$ cat src/design/scqc_pkg.sv
// Shared types and constants of the stake quorum certificate checker.
// Request, status, certificate phase and sequencer codes, and the adder request.
// No dependencies.
package scqc_pkg;

	localparam int STAKE_W  = 64;
	localparam int INDEX_W  = 32;
	localparam int SIGNER_W = 11;
	localparam int ALU_W    = 67;

	typedef enum logic [1:0] {
		REQ_LOAD   = 2'd0,
		REQ_BEGIN  = 2'd1,
		REQ_ABSORB = 2'd2,
		REQ_FINISH = 2'd3
	} req_t;

	typedef enum logic [2:0] {
		ST_OK        = 3'd0,
		ST_ARGUMENT  = 3'd1,
		ST_SNAPSHOT  = 3'd2,
		ST_CLOSED    = 3'd3,
		ST_ORDER     = 3'd4,
		ST_RANGE     = 3'd5,
		ST_SIGNATURE = 3'd6,
		ST_BELOW     = 3'd7
	} status_t;

	typedef enum logic [1:0] {
		PH_IDLE     = 2'd0,
		PH_OPEN     = 2'd1,
		PH_ACCEPTED = 2'd2,
		PH_REJECTED = 2'd3
	} phase_t;

	typedef enum logic [2:0] {
		SQ_IDLE,
		SQ_READ,
		SQ_ADD,
		SQ_CMP,
		SQ_DONE
	} seq_state_t;

	typedef struct packed {
		logic [ALU_W-1:0] a;
		logic [ALU_W-1:0] b;
		logic             cin;
	} alu_req_t;

endpackage

$ cat src/design/scqc_addsub.sv
// Shared 67-bit adder of the quorum checker: sums and, with an inverted
// operand and carry in, differences. Depends on scqc_pkg.
module scqc_addsub
	import scqc_pkg::*;
(
	input  alu_req_t         req,
	output logic [ALU_W-1:0] res
);

	assign res = req.a + req.b + ALU_W'(req.cin);

endmodule

$ cat config.mk
export PLATFORM = sky130hd
export DESIGN_NAME = scqc_addsub
export DESIGN_NICKNAME = d
export VERILOG_FILES = /design/src/design/scqc_pkg.sv /design/src/design/scqc_addsub.sv
export SDC_FILE = /design/constraint.sdc
export NUM_CORES = 1
export LEC_CHECK = 0
export ABC_AREA = 1
export BUFFER_PORTS_ARGS = -buffer_cell sky130_fd_sc_hd__buf_4
export CAP_MARGIN = 40
export CORE_ASPECT_RATIO = 1.5
export CORE_MARGIN = 2
export CORE_UTILIZATION = 40
export DETAILED_ROUTE_END_ITERATION = 7
export GPL_ROUTABILITY_DRIVEN = 0
export PLACE_DENSITY = 0.68
export SLEW_MARGIN = 40
export SYNTH_ARGS = -nofsm -noshare
export SYNTH_HDL_FRONTEND = slang
export SYNTH_SLANG_ARGS = --single-unit
$ cat constraint.sdc
create_clock -name vclk -period 3.4
set_clock_uncertainty 0.1 [all_clocks]
set_input_delay 0.68 -clock vclk [all_inputs]
set_output_delay 0.68 -clock vclk [all_outputs]
set_load 0.02 [all_outputs]
==> results.cfg, run 1 <==
[route]
routedWlPerCell_microns = 14.92
num_vias = 8000
route.met3.wl_microns = 1410
routedLengthMet1_microns = 8965
drc_errors = 0
routed_wl_microns = 24490
ant_nets = 0
wl_met2_microns = 12460
dr.pass1.iters = 6
initialDrtViolationCount = 336
vias_per_cell = 4.872
highest_layer = met4

[finish]
area_growth_pct = 40.58
antenna_cells = 0
design.seq.count = 0
clkbuf_count = 0
seq_area_sq_um = 0
fin_nets = 1654
final_util = 0.5781
drive_gt1_frac = 0.2710
fillerInstances = 1591

[pwr]
leakage_nw = 4.806
p_comb_frac = 1.000
intPower_w = 0.0007170
p_clk_frac = 0
finalPower_w = 0.001802
power_density_nw_per_um2 = 221.8
p_sw_w = 0.001085
vdd_drop_max_mv = 0.1208
p_seq_frac = 0
power.share.switching = 0.6021

[floorplan]
die-area_sq_um = 15450
ios = 202
start_util = 0.4112
dieWidth_microns = 102.2
die_h_microns = 151.2
placementRows = 53
core_sq_um = 14060

[worst_setup_path]
path_class = input port to output pin
path_common_cell = nand2_2
crit_family = simple AND/OR/NAND/NOR gates
timing.critical_path.cells = buf_4 > fa_2 > inv_2 > fa_2 > inv_2 > nand3_2 > nand3_4 > nand2_2 > nand2_4 > nand2_2 > nand2_2 > nand2_2 > nand2_2 > nand2_1 > nand2_1 > nand2_1 > nand2_1 > buf_4
cp_slowest_cell = fa_2
arrival_ns = 2.53
crit_fanout = 4
cp-end-kind = output pin
cp-start-kind = input port
cp_num_cells = 18
cp_num_buf_inv = 4
required_ns = 2.62
cpPeakStageDelay_ns = 0.38

[global_routing]
grt_remaining_overflow = 0
grt_pass1_wl_microns = 36160
grt_max_degree = 8
grt_pass1_vias = 7414
antenna_found_initial = 0
grt.total_usage = 0.3020

[synthesis]
syn_nets = 1414
syn_area_sq_um = 5781
ys_seq_area_frac = 0
synth_xor_area_frac = 0.05758
synth-compound-area-share = 0.1199
netlist_instances = 1212
synth_area_leader_cell = nand2_1
muxShareOfSynthArea = 0
syn_area_per_cell_sq_um = 4.769
synth.top_cell.area_share = 0.2935
synth_cell_types = 26
synthTopCellsByArea = nand2_1 (29%), inv_1 (17%), ha_1 (14%)
synthAdderAreaFrac = 0.1476
synth_top_family_by_area = simple AND/OR/NAND/NOR gates
yosys_warnings = 0
synth-simple-area-share = 0.4963

[worst_hold_path]
holdPathStages = 3
worstHoldPathType = input port to output pin
worstHoldStart = req[68]
min_to = res[0]

[sta]
setup_viol = 0
slew_headroom = 0.6094
holdWs_ns = 1.657
grt_setup_unrepaired = true
tns_ns = 0
period_share = 0.9725
min_period_ns = 3.306
finalHoldViolations = 0
fmax_mhz = 302.4
maxSlewViolCount = 0
tightestPinTransition_ns = 0.5798

[placed_design]
io_buffers = 202
dp_hpwl_microns = 21940

[status]
status = complete, no violations

[clock_network]
cts_hold_buf = 0

[run]
max_cap_violations = 0
[synth_stat cells, drive strengths merged, types with 2 or more instances]
master	number
o21bai	3
nor3	23
a21boi	2
nor2	137
xor2	36
a21oi	81
nand4	3
nand3	58
xnor2	2
ha	65
nand2	478
fa	2
inv	275
o21ai	44
[kinds of logic after synthesis]
group	Yosys count
buffers and inverters	275
XOR/XNOR	38
AND/OR/NAND/NOR	700
adder cells (fa/ha/maj)	67
AO/OA/AOI/OAI	132
[through the flow]
stage | instances | instance area (sq um) | worst slack [ns]
finish | 1642 | 8127 | 0.09351
global route | 1642 | 8127 | -0.02725
floorplan | 1212 | 5781 | 0.2318
detailed placement | 1638 | 7777 | -0.09757
global placement | 1638 | 7777 | -0.03815
CTS | 1639 | 7833 | 0.01013
[power groups by stage]
stage / clock [W] / combinational, W / sequential, W
after global routing: 0 / 0.00195 / 0
final: 0 / 0.00180 / 0
after floorplan: 0 / 0.000986 / 0
after detailed placement: 0 / 0.00171 / 0
after global placement: 0 / 0.00171 / 0
after CTS: 0 / 0.00173 / 0
[worst max-delay path by stage]
stage                  from  endpoint  slack, ns
detailed placement   req[0]   res[44]       -0.1
finish               req[0]   res[60]       0.09
global placement     req[0]   res[44]      -0.04
floorplan            req[0]   res[32]       0.23
CTS                 req[68]   res[48]       0.01
global route         req[0]   res[60]      -0.03
[layout by cell type, fill, tap and decap left out, types with 3 or more instances in the layout]
cell type / count
ha_1: 40
nor3_1: 20
nand2_4: 5
o21ai_0: 34
o21ai_1: 8
xor2_1: 36
ha_2: 23
inv_2: 21
nand2_1: 423
inv_1: 254
nor2_1: 113
a21oi_1: 64
nand3_2: 5
nand4_1: 3
nor2_4: 3
nand2_2: 50
a21oi_2: 17
buf_6: 4
nor2_2: 21
buf_4: 234
nor3_2: 3
o21bai_1: 3
nand3_1: 52
[final cells by class]
class                           count  area (sq um)  share of cell area
Tap cell                          192         240.2             0.02956
Timing Repair Buffer              238          1802              0.2217
Inverter                          275          1032              0.1270
Multi-Input combinational cell    937          5052              0.6217
[per-layer routing]
| layer | global-route usage | vias to the layer above |
|---|---|---|
| met5 | 0 | - |
| met4 | 0.1513 | 0 |
| met3 | 0.02077 | 90 |
| met2 | 0.5855 | 359 |
| met1 | 0.3188 | 3410 |
| li1 | - | 4141 |
[worst min-delay path, cell delays in order]
cell and delay (ns):
buf_4 0.08, fa_2 0.18, buf_4 0.13
[repair_timing]
action,CTS,global route
gates resized for setup,18,88
pin swaps,8,10
buffers inserted,1,3
setup endpoints to repair,17,41
endpoints found under the hold margin,0,0
Note: power is estimated with default switching activity, not from simulation.
==> inputs of run 2 (changes only) <==
Settings changed: CORE_ASPECT_RATIO 1.5 to 0.75, CORE_UTILIZATION 40 to 29, PLACE_DENSITY 0.68 to 0.53.
==> run 2 against run 1 <==
Effect of this change: count of clock-buffer cells in the layout is the same; fmax shrank 1.5%; routed wire length grew 11%; die area grew 37%.
==> results.cfg, run 2 (synthesized netlist as in run 1, its figures left out) <==
[sta]
slew_headroom = 0.6402
period_share = 0.9876
tns_ns = 0
min_period_ns = 3.358
tightestPinTransition_ns = 0.5340
finalHoldViolations = 0
worst_slack_ns = 0.04207
setup_viol = 0
maxSlewViolCount = 0
fmax_mhz = 297.8
grt_setup_unrepaired = true

[status]
status = complete, no violations

[route]
dr.pass1.iters = 5
num_vias = 8149
routedWlPerCell_microns = 15.61
drc_errors = 0
vias_per_cell = 4.700
initialDrtViolationCount = 676
routed_wl_microns = 27070
ant_nets = 0

[finish]
clkbuf_count = 0
area_growth_pct = 49.55
final_util = 0.4448
design.seq.count = 0
fin_nets = 1685
final_cell_mix = nand2_1 (398), buf_4 (256), inv_1 (254)
antenna_cells = 0
multi_input_area_sq_um = 5228
drive_gt1_frac = 0.3174
seq_area_sq_um = 0
final_cells = 1734
fillerInstances = 2253
layout_commonest_cell = nand2_1

[global_routing]
grt_pass1_wl_microns = 40100
grt.total_usage = 0.2426
grt_remaining_overflow = 0
grt_max_degree = 8
antenna_found_initial = 0
grt_pass1_vias = 7397

[worst_setup_path]
crit_end = res[12]
arrival_ns = 2.58
cp-end-kind = output pin
required_ns = 2.62
crit_fanout = 4
cp-start-kind = input port
path_class = input port to output pin
startpoint = req[0]

[placed_design]
placedCellCount = 1720
place_ws_ns = -0.1852
dp_hpwl_microns = 24310
io_buffers = 202

[floorplan]
die-area_sq_um = 21090
core_sq_um = 19430
die_h_microns = 126.3
dieWidth_microns = 167.0
start_util = 0.2975
ios = 202
placementRows = 44

[pwr]
leakage_nw = 5.020
p_seq_frac = 0
p_comb_frac = 1.000
power.share.switching = 0.5941
power_density_nw_per_um2 = 223.2
p_sw_w = 0.001146
p_clk_frac = 0
vdd_drop_max_mv = 0.1364
intPower_w = 0.0007830

[worst_hold_path]
worstHoldPathType = input port to output pin

[run]
max_cap_violations = 0

[clock_network]
cts_hold_buf = 0
-- run 2: what timing repair did --
item	CTS	global route
endpoints found under the setup margin	22	44
buffers inserted	4	11
pin swaps	7	31
gates cloned	0	0
resized for setup	15	155
-- run 2: how the worst min path moves through the flow --
stage          depth (start not counted)    start  slack (ns)  endpoint
2_1_floorplan                          3  req[67]        1.49   res[66]
3_5_place_dp                           3  req[68]        1.62    res[0]
5_1_grt                                3   req[0]        1.66    res[0]
3_3_place_gp                           3  req[68]        1.62    res[0]
4_1_cts                                3   req[0]        1.65    res[0]
6_report                               3   req[0]        1.65    res[0]
-- run 2: critical path: stages --
cell and delay [ns]:
buf_6 0.09, fa_2 0.38, inv_2 0.06, fa_2 0.26, inv_2 0.06, nand3_2 0.08
nand3_4 0.09, nand2_2 0.09, nand2_4 0.07, nand2_2 0.08, nand2_2 0.06, buf_4 0.14
buf_4 0.14, xor2_1 0.13, buf_4 0.16
-- run 2: metrics by stage --
stage                      power, W  area, sq um  hold slack, ns
after floorplan           0.0009859         5781           1.494
after global placement     0.001764         8011           1.616
after detailed placement   0.001764         8011           1.623
after CTS                  0.001789         8089           1.654
after global routing       0.002087         8645           1.658
final                      0.001929         8645           1.649
-- run 2: power by group through the flow --
stage | combinational, W | sequential, W | clock (W)
after global placement | 0.00176 | 0 | 0
after global routing | 0.00209 | 0 | 0
after detailed placement | 0.00176 | 0 | 0
after floorplan | 0.000986 | 0 | 0
after CTS | 0.00179 | 0 | 0
final | 0.00193 | 0 | 0
-- run 2: metal layers --
metal	up-vias	global-route usage	routed length, microns
li1	4218	-	-
met1	3684	0.3804	13660
met2	233	0.3742	11330
met3	14	0.02106	1865
met4	0	0.008621	208
met5	-	0	0
-- run 2: final cells by class --
class | instances | area share
Tap cell | 253 | 0.03662
Timing Repair Buffer | 269 | 0.2393
Inverter | 275 | 0.1194
Multi-Input combinational cell | 937 | 0.6047
